--- src/rtl/pie_pkg.sv ---
`timescale 1ns / 1ps
// shared types and constants of the phase inductance estimator
package pie_pkg;

  localparam int unsigned TIME_W   = 32;
  localparam int unsigned VOLT_W   = 16;
  localparam int unsigned AMP_W    = 16;
  localparam int unsigned BAND_W   = 10;
  localparam int unsigned SEQ_W    = 3;
  localparam int unsigned IND_W    = 32;
  localparam int unsigned ADDR_W   = 4;
  localparam int unsigned DATA_W   = 32;

  // 2000 * v fits 27 bits, times dt gives 59 bits
  localparam int unsigned VSCALE_W = 27;
  localparam int unsigned NUM_W    = VSCALE_W + TIME_W;
  localparam int unsigned NUMHI_W  = NUM_W - IND_W;
  // 3 * |i| fits 17 bits
  localparam int unsigned DEN_W    = AMP_W + 1;
  localparam int unsigned CNT_W    = 5;

  localparam logic [10:0]        VOLT_SCALE = 11'd2000;
  localparam logic [1:0]         AMP_SCALE  = 2'd3;
  localparam logic [IND_W-1:0]   POS_SAT    = 32'h7FFF_FFFF;
  localparam logic [IND_W-1:0]   NEG_SAT    = 32'h8000_0000;
  localparam logic [CNT_W-1:0]   DIV_LAST   = 5'd31;

  // register indexes of the configuration port
  localparam logic [1:0] REG_BRAKE_DUR   = 2'd0;
  localparam logic [1:0] REG_MEASURE_DUR = 2'd1;
  localparam logic [1:0] REG_ZERO_BAND   = 2'd2;

  typedef enum logic [SEQ_W-1:0] {
    SEQ_IDLE    = 3'd0,
    SEQ_BRAKE   = 3'd1,
    SEQ_MEASURE = 3'd2,
    SEQ_DONE    = 3'd3,
    SEQ_ERROR   = 3'd4
  } seq_t;

endpackage

--- src/rtl/pie_in_if.sv ---
`timescale 1ns / 1ps
// input channel: one control tick sample
interface pie_in_if
  import pie_pkg::*;
();
  logic                     valid;
  logic                     ready;
  logic [TIME_W-1:0]        now_us;
  logic [VOLT_W-1:0]        bus_volts_mv;
  logic signed [AMP_W-1:0]  phase_a_current_ma;

  modport source (output valid, now_us, bus_volts_mv, phase_a_current_ma, input ready);
  modport sink   (input valid, now_us, bus_volts_mv, phase_a_current_ma, output ready);
endinterface

--- src/rtl/pie_out_if.sv ---
`timescale 1ns / 1ps
// result channel: leg commands and inductance estimate
interface pie_out_if
  import pie_pkg::*;
();
  logic                     valid;
  logic                     ready;
  logic [SEQ_W-1:0]         seq_state;
  logic                     leg_a_enable;
  logic                     leg_a_high;
  logic                     leg_b_enable;
  logic                     leg_b_high;
  logic                     leg_c_enable;
  logic                     leg_c_high;
  logic signed [IND_W-1:0]  inductance_nh;
  logic                     inductance_valid;

  modport source (output valid, seq_state, leg_a_enable, leg_a_high, leg_b_enable,
                  leg_b_high, leg_c_enable, leg_c_high, inductance_nh,
                  inductance_valid, input ready);
  modport sink   (input valid, seq_state, leg_a_enable, leg_a_high, leg_b_enable,
                  leg_b_high, leg_c_enable, leg_c_high, inductance_nh,
                  inductance_valid, output ready);
endinterface

--- src/rtl/phase_inductance_estimator_unit.sv ---
`timescale 1ns / 1ps
// phase inductance estimator: brake / voltage step sequencer with serial divider
//
// One input transfer is one control tick (time stamp, bus voltage, phase A current)
// and yields exactly one result transfer with the sequence state, the three bridge
// leg commands and, once the measurement is complete, the inductance estimate
// L = 2000*V*dt / (3*|I|) in nH, sign opposite to the current, saturated to
// 32 bits. A tick that does not land in the complete state goes from the input
// transfer straight to loading the result register. A complete tick is latched,
// passes two multiply steps (2000*V, then times dt), one range check and a
// one-bit-per-cycle restoring divider, and then loads the result register. A
// complete tick with zero current, or with a quotient too large for 32 bits,
// skips the divider. The input is ready only while the core is idle; a finished
// result waits in the output register, so the next tick can be taken while the
// previous result is still pending. Registers are written over an APB-style port
// (brake duration at 0x0, measure duration at 0x4, zero band at 0x8); the user
// must change them only while the block is idle, the block does not enforce it.
module phase_inductance_estimator_unit
  import pie_pkg::*;
(
  input  logic              clk,
  input  logic              rst_n,
  pie_in_if.sink            in_ch,
  pie_out_if.source         out_ch,
  input  logic              psel,
  input  logic              penable,
  input  logic              pwrite,
  input  logic [ADDR_W-1:0] paddr,
  input  logic [DATA_W-1:0] pwdata,
  output logic [DATA_W-1:0] prdata,
  output logic              pready
);

  typedef enum logic [2:0] {
    S_IDLE,
    S_MUL1,
    S_MUL2,
    S_CHK,
    S_DIV,
    S_OUT
  } core_t;

  // configuration registers
  logic [TIME_W-1:0] brake_dur_r;
  logic [TIME_W-1:0] meas_dur_r;
  logic [BAND_W-1:0] zero_band_r;
  logic [1:0]        reg_idx;

  assign pready  = 1'b1;
  assign reg_idx = paddr[ADDR_W-1:2];

  always_ff @(posedge clk) begin
    if (!rst_n) begin
      brake_dur_r <= '0;
      meas_dur_r  <= '0;
      zero_band_r <= '0;
    end else if (psel && penable && pwrite) begin
      case (reg_idx)
        REG_BRAKE_DUR:   brake_dur_r <= pwdata;
        REG_MEASURE_DUR: meas_dur_r  <= pwdata;
        REG_ZERO_BAND:   zero_band_r <= pwdata[BAND_W-1:0];
        default: ;
      endcase
    end
  end

  always_comb begin
    case (reg_idx)
      REG_BRAKE_DUR:   prdata = brake_dur_r;
      REG_MEASURE_DUR: prdata = meas_dur_r;
      REG_ZERO_BAND:   prdata = {{(DATA_W-BAND_W){1'b0}}, zero_band_r};
      default:         prdata = '0;
    endcase
  end

  // sequencer and datapath registers
  core_t              core_r, core_nxt;
  seq_t               fsm_r, fsm_nxt;
  logic [TIME_W-1:0]  brake_start_r, brake_start_nxt;
  logic               brake_started_r, brake_started_nxt;
  logic [TIME_W-1:0]  meas_start_r, meas_start_nxt;
  logic               meas_started_r, meas_started_nxt;

  logic [VOLT_W-1:0]   volts_r, volts_nxt;
  logic [AMP_W-1:0]    amag_r, amag_nxt;
  logic                aneg_r, aneg_nxt;
  logic                azero_r, azero_nxt;
  logic [TIME_W-1:0]   dt_r, dt_nxt;
  logic [VSCALE_W-1:0] vscaled_r, vscaled_nxt;
  logic [DEN_W-1:0]    den_r, den_nxt;
  logic [NUMHI_W-1:0]  num_hi_r, num_hi_nxt;
  logic [IND_W-1:0]    num_lo_r, num_lo_nxt;  // low dividend bits, quotient shifts in
  logic [DEN_W-1:0]    rem_r, rem_nxt;
  logic                sat_r, sat_nxt;
  logic [CNT_W-1:0]    cnt_r, cnt_nxt;

  logic                out_valid_r, out_valid_nxt;
  seq_t                out_seq_r, out_seq_nxt;
  logic [IND_W-1:0]    out_ind_r, out_ind_nxt;
  logic                out_ind_valid_r, out_ind_valid_nxt;

  // tick decode
  logic              in_xfer;
  logic              out_xfer;
  logic [AMP_W-1:0]  in_amag;
  logic [TIME_W-1:0] elapsed;
  seq_t              seq_step;
  logic [NUM_W-1:0]  num_full;
  logic [DEN_W:0]    trial;
  logic [DEN_W:0]    trial_diff;
  logic [IND_W-1:0]  ind_val;

  assign in_ch.ready = (core_r == S_IDLE);
  assign in_xfer     = in_ch.valid && in_ch.ready;
  assign out_xfer    = out_valid_r && out_ch.ready;

  assign in_amag = in_ch.phase_a_current_ma[AMP_W-1]
                 ? (~in_ch.phase_a_current_ma + 1'b1) : in_ch.phase_a_current_ma;
  assign elapsed = in_ch.now_us - ((fsm_r == SEQ_BRAKE) ? brake_start_r : meas_start_r);

  // sequence step from the previous state
  always_comb begin
    case (fsm_r)
      SEQ_IDLE: begin
        if (meas_dur_r == '0)       seq_step = SEQ_ERROR;
        else if (brake_dur_r != '0) seq_step = SEQ_BRAKE;
        else                        seq_step = SEQ_MEASURE;
      end
      SEQ_BRAKE:   seq_step = (elapsed >= brake_dur_r) ? SEQ_MEASURE : SEQ_BRAKE;
      SEQ_MEASURE: begin
        if (elapsed < meas_dur_r) seq_step = SEQ_MEASURE;
        else if ((in_amag > {{(AMP_W-BAND_W){1'b0}}, zero_band_r}) &&
                 (in_ch.bus_volts_mv > {{(VOLT_W-BAND_W){1'b0}}, zero_band_r}))
          seq_step = SEQ_DONE;
        else seq_step = SEQ_ERROR;
      end
      SEQ_DONE:    seq_step = SEQ_DONE;
      default:     seq_step = SEQ_ERROR;
    endcase
  end

  assign num_full   = vscaled_r * dt_r;
  assign trial      = {rem_r, num_lo_r[IND_W-1]};
  assign trial_diff = trial - {1'b0, den_r};

  // final value: quotient in num_lo_r, overflow in sat_r
  always_comb begin
    if (azero_r)      ind_val = POS_SAT;
    else if (aneg_r)  ind_val = (sat_r || num_lo_r > POS_SAT) ? POS_SAT : num_lo_r;
    else              ind_val = (sat_r || num_lo_r > NEG_SAT) ? NEG_SAT : (~num_lo_r + 1'b1);
  end

  always_comb begin
    core_nxt          = core_r;
    fsm_nxt           = fsm_r;
    brake_start_nxt   = brake_start_r;
    brake_started_nxt = brake_started_r;
    meas_start_nxt    = meas_start_r;
    meas_started_nxt  = meas_started_r;
    volts_nxt         = volts_r;
    amag_nxt          = amag_r;
    aneg_nxt          = aneg_r;
    azero_nxt         = azero_r;
    dt_nxt            = dt_r;
    vscaled_nxt       = vscaled_r;
    den_nxt           = den_r;
    num_hi_nxt        = num_hi_r;
    num_lo_nxt        = num_lo_r;
    rem_nxt           = rem_r;
    sat_nxt           = sat_r;
    cnt_nxt           = cnt_r;
    out_valid_nxt     = out_valid_r && !out_xfer;
    out_seq_nxt       = out_seq_r;
    out_ind_nxt       = out_ind_r;
    out_ind_valid_nxt = out_ind_valid_r;

    case (core_r)
      S_IDLE: begin
        if (in_xfer) begin
          fsm_nxt   = seq_step;
          volts_nxt = in_ch.bus_volts_mv;
          amag_nxt  = in_amag;
          aneg_nxt  = in_ch.phase_a_current_ma[AMP_W-1];
          azero_nxt = (in_ch.phase_a_current_ma == '0);
          dt_nxt    = in_ch.now_us - meas_start_r;
          sat_nxt   = 1'b0;
          // latch phase start on the first tick of the phase
          if (seq_step == SEQ_BRAKE && !brake_started_r) begin
            brake_start_nxt   = in_ch.now_us;
            brake_started_nxt = 1'b1;
          end
          if (seq_step == SEQ_MEASURE && !meas_started_r) begin
            meas_start_nxt   = in_ch.now_us;
            meas_started_nxt = 1'b1;
          end
          core_nxt = (seq_step == SEQ_DONE) ? S_MUL1 : S_OUT;
        end
      end
      S_MUL1: begin
        vscaled_nxt = VSCALE_W'(volts_r * VOLT_SCALE);
        den_nxt     = DEN_W'(amag_r * AMP_SCALE);
        core_nxt    = S_MUL2;
      end
      S_MUL2: begin
        num_hi_nxt = num_full[NUM_W-1:IND_W];
        num_lo_nxt = num_full[IND_W-1:0];
        core_nxt   = S_CHK;
      end
      S_CHK: begin
        if (azero_r) begin
          core_nxt = S_OUT;
        end else if (num_hi_r >= {{(NUMHI_W-DEN_W){1'b0}}, den_r}) begin
          // quotient needs more than 32 bits
          sat_nxt  = 1'b1;
          core_nxt = S_OUT;
        end else begin
          rem_nxt  = num_hi_r[DEN_W-1:0];
          cnt_nxt  = '0;
          core_nxt = S_DIV;
        end
      end
      S_DIV: begin
        if (trial >= {1'b0, den_r}) begin
          rem_nxt    = trial_diff[DEN_W-1:0];
          num_lo_nxt = {num_lo_r[IND_W-2:0], 1'b1};
        end else begin
          rem_nxt    = trial[DEN_W-1:0];
          num_lo_nxt = {num_lo_r[IND_W-2:0], 1'b0};
        end
        cnt_nxt = cnt_r + 1'b1;
        if (cnt_r == DIV_LAST) core_nxt = S_OUT;
      end
      S_OUT: begin
        if (!out_valid_r || out_ch.ready) begin
          out_valid_nxt     = 1'b1;
          out_seq_nxt       = fsm_r;
          out_ind_valid_nxt = (fsm_r == SEQ_DONE);
          out_ind_nxt       = (fsm_r == SEQ_DONE) ? ind_val : '0;
          core_nxt          = S_IDLE;
        end
      end
      default: core_nxt = S_IDLE;
    endcase
  end

  always_ff @(posedge clk) begin
    if (!rst_n) begin
      core_r          <= S_IDLE;
      fsm_r           <= SEQ_IDLE;
      brake_start_r   <= '0;
      brake_started_r <= 1'b0;
      meas_start_r    <= '0;
      meas_started_r  <= 1'b0;
      out_valid_r     <= 1'b0;
    end else begin
      core_r          <= core_nxt;
      fsm_r           <= fsm_nxt;
      brake_start_r   <= brake_start_nxt;
      brake_started_r <= brake_started_nxt;
      meas_start_r    <= meas_start_nxt;
      meas_started_r  <= meas_started_nxt;
      out_valid_r     <= out_valid_nxt;
    end
    volts_r         <= volts_nxt;
    amag_r          <= amag_nxt;
    aneg_r          <= aneg_nxt;
    azero_r         <= azero_nxt;
    dt_r            <= dt_nxt;
    vscaled_r       <= vscaled_nxt;
    den_r           <= den_nxt;
    num_hi_r        <= num_hi_nxt;
    num_lo_r        <= num_lo_nxt;
    rem_r           <= rem_nxt;
    sat_r           <= sat_nxt;
    cnt_r           <= cnt_nxt;
    out_seq_r       <= out_seq_nxt;
    out_ind_r       <= out_ind_nxt;
    out_ind_valid_r <= out_ind_valid_nxt;
  end

  // leg commands follow the reported state
  assign out_ch.valid            = out_valid_r;
  assign out_ch.seq_state        = out_seq_r;
  assign out_ch.leg_a_enable     = (out_seq_r == SEQ_BRAKE) || (out_seq_r == SEQ_MEASURE);
  assign out_ch.leg_a_high       = 1'b0;
  assign out_ch.leg_b_enable     = (out_seq_r == SEQ_BRAKE) || (out_seq_r == SEQ_MEASURE);
  assign out_ch.leg_b_high       = (out_seq_r == SEQ_MEASURE);
  assign out_ch.leg_c_enable     = (out_seq_r == SEQ_BRAKE) || (out_seq_r == SEQ_MEASURE);
  assign out_ch.leg_c_high       = (out_seq_r == SEQ_MEASURE);
  assign out_ch.inductance_nh    = out_ind_r;
  assign out_ch.inductance_valid = out_ind_valid_r;

  // complete and error never fall back
  assert property (@(posedge clk) disable iff (!rst_n)
    ($past(rst_n) && $past(fsm_r) == SEQ_DONE) |-> fsm_r == SEQ_DONE)
    else $error("complete state left");
  assert property (@(posedge clk) disable iff (!rst_n)
    ($past(rst_n) && $past(fsm_r) == SEQ_ERROR) |-> fsm_r == SEQ_ERROR)
    else $error("error state left");
  // divider remainder stays below the divisor
  assert property (@(posedge clk) disable iff (!rst_n)
    core_r == S_DIV |-> rem_r < den_r)
    else $error("divider remainder out of range");
  // an estimate only comes with the complete state
  assert property (@(posedge clk) disable iff (!rst_n)
    (out_valid_r && out_ind_valid_r) |-> out_seq_r == SEQ_DONE)
    else $error("estimate outside complete state");

endmodule
--- src/flat_wrapper.sv ---
// flat-port wrapper written by rule: the top's interface ports become plain ports
module phase_inductance_estimator_unit_flat import pie_pkg::*;
  (clk, rst_n, psel, penable, pwrite, paddr, pwdata, prdata, pready, in_ch_valid, in_ch_now_us, in_ch_bus_volts_mv, in_ch_phase_a_current_ma, in_ch_ready, out_ch_valid, out_ch_seq_state, out_ch_leg_a_enable, out_ch_leg_a_high, out_ch_leg_b_enable, out_ch_leg_b_high, out_ch_leg_c_enable, out_ch_leg_c_high, out_ch_inductance_nh, out_ch_inductance_valid, out_ch_ready);
  pie_in_if in_ch_i ();
  pie_out_if out_ch_i ();
  input  logic clk;
  input  logic rst_n;
  input  logic psel;
  input  logic penable;
  input  logic pwrite;
  input  logic [ADDR_W-1:0] paddr;
  input  logic [DATA_W-1:0] pwdata;
  output logic [DATA_W-1:0] prdata;
  output logic pready;
  input wire logic [$bits(in_ch_i.valid)-1:0] in_ch_valid;
  input wire logic [$bits(in_ch_i.now_us)-1:0] in_ch_now_us;
  input wire logic [$bits(in_ch_i.bus_volts_mv)-1:0] in_ch_bus_volts_mv;
  input wire logic [$bits(in_ch_i.phase_a_current_ma)-1:0] in_ch_phase_a_current_ma;
  output wire logic [$bits(in_ch_i.ready)-1:0] in_ch_ready;
  output wire logic [$bits(out_ch_i.valid)-1:0] out_ch_valid;
  output wire logic [$bits(out_ch_i.seq_state)-1:0] out_ch_seq_state;
  output wire logic [$bits(out_ch_i.leg_a_enable)-1:0] out_ch_leg_a_enable;
  output wire logic [$bits(out_ch_i.leg_a_high)-1:0] out_ch_leg_a_high;
  output wire logic [$bits(out_ch_i.leg_b_enable)-1:0] out_ch_leg_b_enable;
  output wire logic [$bits(out_ch_i.leg_b_high)-1:0] out_ch_leg_b_high;
  output wire logic [$bits(out_ch_i.leg_c_enable)-1:0] out_ch_leg_c_enable;
  output wire logic [$bits(out_ch_i.leg_c_high)-1:0] out_ch_leg_c_high;
  output wire logic [$bits(out_ch_i.inductance_nh)-1:0] out_ch_inductance_nh;
  output wire logic [$bits(out_ch_i.inductance_valid)-1:0] out_ch_inductance_valid;
  input wire logic [$bits(out_ch_i.ready)-1:0] out_ch_ready;
  assign in_ch_i.valid = in_ch_valid;
  assign in_ch_i.now_us = in_ch_now_us;
  assign in_ch_i.bus_volts_mv = in_ch_bus_volts_mv;
  assign in_ch_i.phase_a_current_ma = in_ch_phase_a_current_ma;
  assign in_ch_ready = in_ch_i.ready;
  assign out_ch_valid = out_ch_i.valid;
  assign out_ch_seq_state = out_ch_i.seq_state;
  assign out_ch_leg_a_enable = out_ch_i.leg_a_enable;
  assign out_ch_leg_a_high = out_ch_i.leg_a_high;
  assign out_ch_leg_b_enable = out_ch_i.leg_b_enable;
  assign out_ch_leg_b_high = out_ch_i.leg_b_high;
  assign out_ch_leg_c_enable = out_ch_i.leg_c_enable;
  assign out_ch_leg_c_high = out_ch_i.leg_c_high;
  assign out_ch_inductance_nh = out_ch_i.inductance_nh;
  assign out_ch_inductance_valid = out_ch_i.inductance_valid;
  assign out_ch_i.ready = out_ch_ready;
  phase_inductance_estimator_unit u_core (.clk(clk), .rst_n(rst_n), .in_ch(in_ch_i), .out_ch(out_ch_i), .psel(psel), .penable(penable), .pwrite(pwrite), .paddr(paddr), .pwdata(pwdata), .prdata(prdata), .pready(pready));
endmodule
--- config.mk ---
export PLATFORM = sky130hd
export DESIGN_NAME = phase_inductance_estimator_unit_flat
export DESIGN_NICKNAME = d
export VERILOG_FILES = /design/src/rtl/pie_pkg.sv /design/src/rtl/pie_in_if.sv /design/src/rtl/pie_out_if.sv /design/src/rtl/phase_inductance_estimator_unit.sv /design/src/flat_wrapper.sv
export SDC_FILE = /design/constraint.sdc
export NUM_CORES = 2
export LEC_CHECK = 0
export ABC_AREA = 1
export CAP_MARGIN = 25
export CORE_AREA = 2 2 283 285
export DETAILED_ROUTE_END_ITERATION = 8
export DIE_AREA = 0 0 285 287
export DONT_BUFFER_PORTS = 1
export MAX_ROUTING_LAYER = met4
export PLACE_DENSITY = 0.87
export SYNTH_ARGS = -nofsm -noshare
export SYNTH_HDL_FRONTEND = slang
export SYNTH_SLANG_ARGS = --single-unit
--- constraint.sdc ---
create_clock -name clk -period 8.35 [get_ports clk]
set_input_delay 1.67 -clock clk [delete_from_list [all_inputs] [get_ports clk]]
set_output_delay 1.67 -clock clk [all_outputs]
set_load 0.01 [all_outputs]
==> flow_summary.ini <==
[cts]
clock-root-buffer = clkbuf_16
cts_buffer_depth = 3
cts_htree_levels = 2
cts_sinks = 371
cts_made_buffers = 42
path_clk_slew_ns = 0.06
cts_tree = yes
insertion_delay_ns = 0.61
cts_resized = 0
postCtsSetupBuffers = 0
cts_hold_buf = 0

[route]
viasPerCell = 5.76
wire_per_inst_um = 18.9
vias = 41100
drc = 0
drtAntennaViolNets = 0
drt-total-wl_um = 135000
drt_iter0_drc = 3895
dr.pass1.iters = 6

[grt]
grt_pass1_vias = 42200
gr-total-overflow = 0
grt_max_degree = 143
track_usage_pct = 34.4
antenna_found_initial = 0
grt_pass1_wl_um = 217000

[sta]
setup_viol = 0
maxSlewHeadroom_pct = 22.4
hold_viol = 0
clock.fmax_mhz = 131
post-route-period-util_pct = 91.6
rsz0062_at_grt = false
skew_ns = 0.0599
tns_ns = 0
worst_pin_slew_ns = 1.16
slew_violations = 0
finalCriticalPeriod_ns = 7.65

[synthesis]
ys_types = 62
synth_top_area_share_pct = 27.8
syn-num-nets = 7367
ys_seq_elements = 371
synth_cells = 6143
synth_area_per_cell_um2 = 8.02
ys_warn_count = 0
synth_edf_count = 224
synth-seq-area-share_pct = 19.6
async_flop_share_pct = 0
synth-main-ff-cell = edfxtp_1
synth_area_leader_cell = fa_1
synth_area_leaders = fa_1, edfxtp_1, ha_1
synth_area_um2 = 49300

[floorplanning]
core_um2 = 78600
start_util_pct = 62.7
die_width_um = 285
std_cell_rows = 103
die_area_um2 = 81800
pin_count = 184
die_y_um = 287

[layout]
diodes = 0
fillers = 6237
mostFrequentLayoutCells = inv_1, nand2_1, fa_1, a21oi_1, ha_1
syn_to_final_growth_pct = 5.58
fin_util_pct = 66.2
drive_gt1_share_pct = 3.22
final_common_cell = inv_1
fin_nets = 7287

[worst_setup_path]
crit_path_top_delay_cell = edfxtp_1
path_cells = buf_4 > nand2_1 > fa_1 > inv_1 > fa_1 > fa_1 > fa_1 > fa_1 > fa_1 > inv_1 > fa_1 > inv_1 > ha_1 > a21oi_1 > o21ai_0 > a21oi_1 > nand3_1 > a31oi_1 > o21ai_0 > nand3_1 > nand2_1 > nand2_1 > nand2_1
cp_common_cell = fa_1
start_kind = flop
cp_top_family = adder cells
cp_max_fo = 14
worstPathRequired_ns = 8.65
cp.buffers_inverters = 4
reg2reg_slack_ns = 0.70
critPathMaxStageDelay_ns = 1.09
ff2ff_path_depth = 23
r2r_start = u_core.dt_r[5]$_DFFE_PP_
crit_type = flop to flop
arrival_ns = 7.95
critPathCaptureType = flop
timing.rr.end = u_core.num_hi_r[17]$_DFFE_PP_

[place]
gp_congestion = 0.985
io_buffers = 0
dp_hpwl_um = 108000

[hold_path]
whs_endpoint = u_core.brake_start_r[1]$_SDFFE_PN0P_
holdPathStages = 2
worstHoldPathType = flop to flop
worstHoldStart = u_core.brake_start_r[1]$_SDFFE_PN0P_

[outcome]
outcome = complete, no violations

[run]
maxCapViolCount = 0
## sequential cells by signal (all words and copies together), names as in the netlist, 3 cells and up
name,count
u_core.meas_dur_r,32
u_core.vscaled_r,23
u_core.den_r,17
u_core.brake_start_r,32
u_core.fsm_r,3
u_core.cnt_r,5
u_core.out_ch.seq_state,3
u_core.meas_start_r,32
u_core.zero_band_r,10
u_core.out_ch.inductance_nh,32
u_core.num_lo_r,32
u_core.brake_dur_r,32
u_core.dt_r,32
u_core.num_hi_r,27
u_core.rem_r,17
u_core.volts_r,16
u_core.amag_r,16
u_core.core_r,3
## cell type report
class                      instances  area [µm²]  share of cell area (%)
clock buffer                      51        1100                    2.12
inverter                        1443        5420                    10.4
tap                             1050        1310                    2.53
clock inverter                    26         277                   0.532
timing repair buffer             100         931                    1.79
sequential                       371        9670                    18.6
multi-input combinational       4105       33300                    64.0
## synth_stat cells, types with 8 or more instances
master	number
a21boi_0	8
a21o_1	15
a21oi_1	447
a31oi_1	27
buf_4	8
clkbuf_1	198
dfxtp_1	147
edfxtp_1	224
fa_1	685
ha_1	432
inv_1	1433
nand2_1	1314
nand3_1	142
nand4_1	47
nor2_1	285
nor3_1	38
nor4_1	16
o211ai_1	12
o21a_1	14
o21ai_0	319
o21ai_1	10
o21bai_1	13
o221ai_1	12
o22ai_1	22
or2_2	8
xnor2_1	62
xor2_1	111
## worst min-delay path, stage by stage, from the launching register on
cell,delay (ns)
dfxtp_1,0.30
inv_1,0.06
a21oi_1,0.05
## metal layers
metal | track usage [%] | part of all wire, %
met1 | 41.0 | 37
met2 | 56.4 | 48
met3 | 5.67 | 9.0
met4 | 18.2 | 6.4
met5 | - | 0
## stage by stage
stage                     cell area [µm²]  hold WS, ns  setup slack, ns  cells
final                               52000        0.453            0.705   7146
after global routing                52000        0.484            0.460   7146
after CTS                           51800        0.450            0.824   7138
after detailed placement            50500        0.441            0.913   7061
after global placement              50400        0.431            0.924   7057
after floorplan                     49300        0.425             2.17   6143
## kinds of logic (layout without fill, tap and decap cells)
family          after synthesis  count (layout)  synth area share, %
fa+ha+maj                  1117            1117                 38.8
simple gates               1881            1881                 15.4
buf+inv                    1667            1620                 12.9
other cells                   2               2               0.0152
compound gates              932             932                 10.2
flops                       371             371                 19.6
xor+xnor                    173             173                 3.08
## worst max-delay path by stage
| stage | from | to | slack (ns) | depth (start not counted) |
|---|---|---|---|---|
| 3_5_place_dp | u_core.vscaled_r[9]$_DFFE_PP_ | u_core.num_hi_r[25]$_DFFE_PP_ | 0.91 | 25 |
| 2_1_floorplan | u_core.vscaled_r[12]$_DFFE_PP_ | u_core.num_hi_r[17]$_DFFE_PP_ | 2.17 | 25 |
| 4_1_cts | u_core.vscaled_r[9]$_DFFE_PP_ | u_core.num_hi_r[17]$_DFFE_PP_ | 0.82 | 27 |
| 5_1_grt | u_core.dt_r[8]$_DFFE_PP_ | u_core.num_hi_r[17]$_DFFE_PP_ | 0.46 | 27 |
| 6_report | u_core.dt_r[5]$_DFFE_PP_ | u_core.num_hi_r[17]$_DFFE_PP_ | 0.70 | 23 |
| 3_3_place_gp | u_core.vscaled_r[9]$_DFFE_PP_ | u_core.num_hi_r[17]$_DFFE_PP_ | 0.92 | 27 |
Power is not shown: default switching activity piles up to over one toggle a cycle in this logic, so the estimate is an artifact.
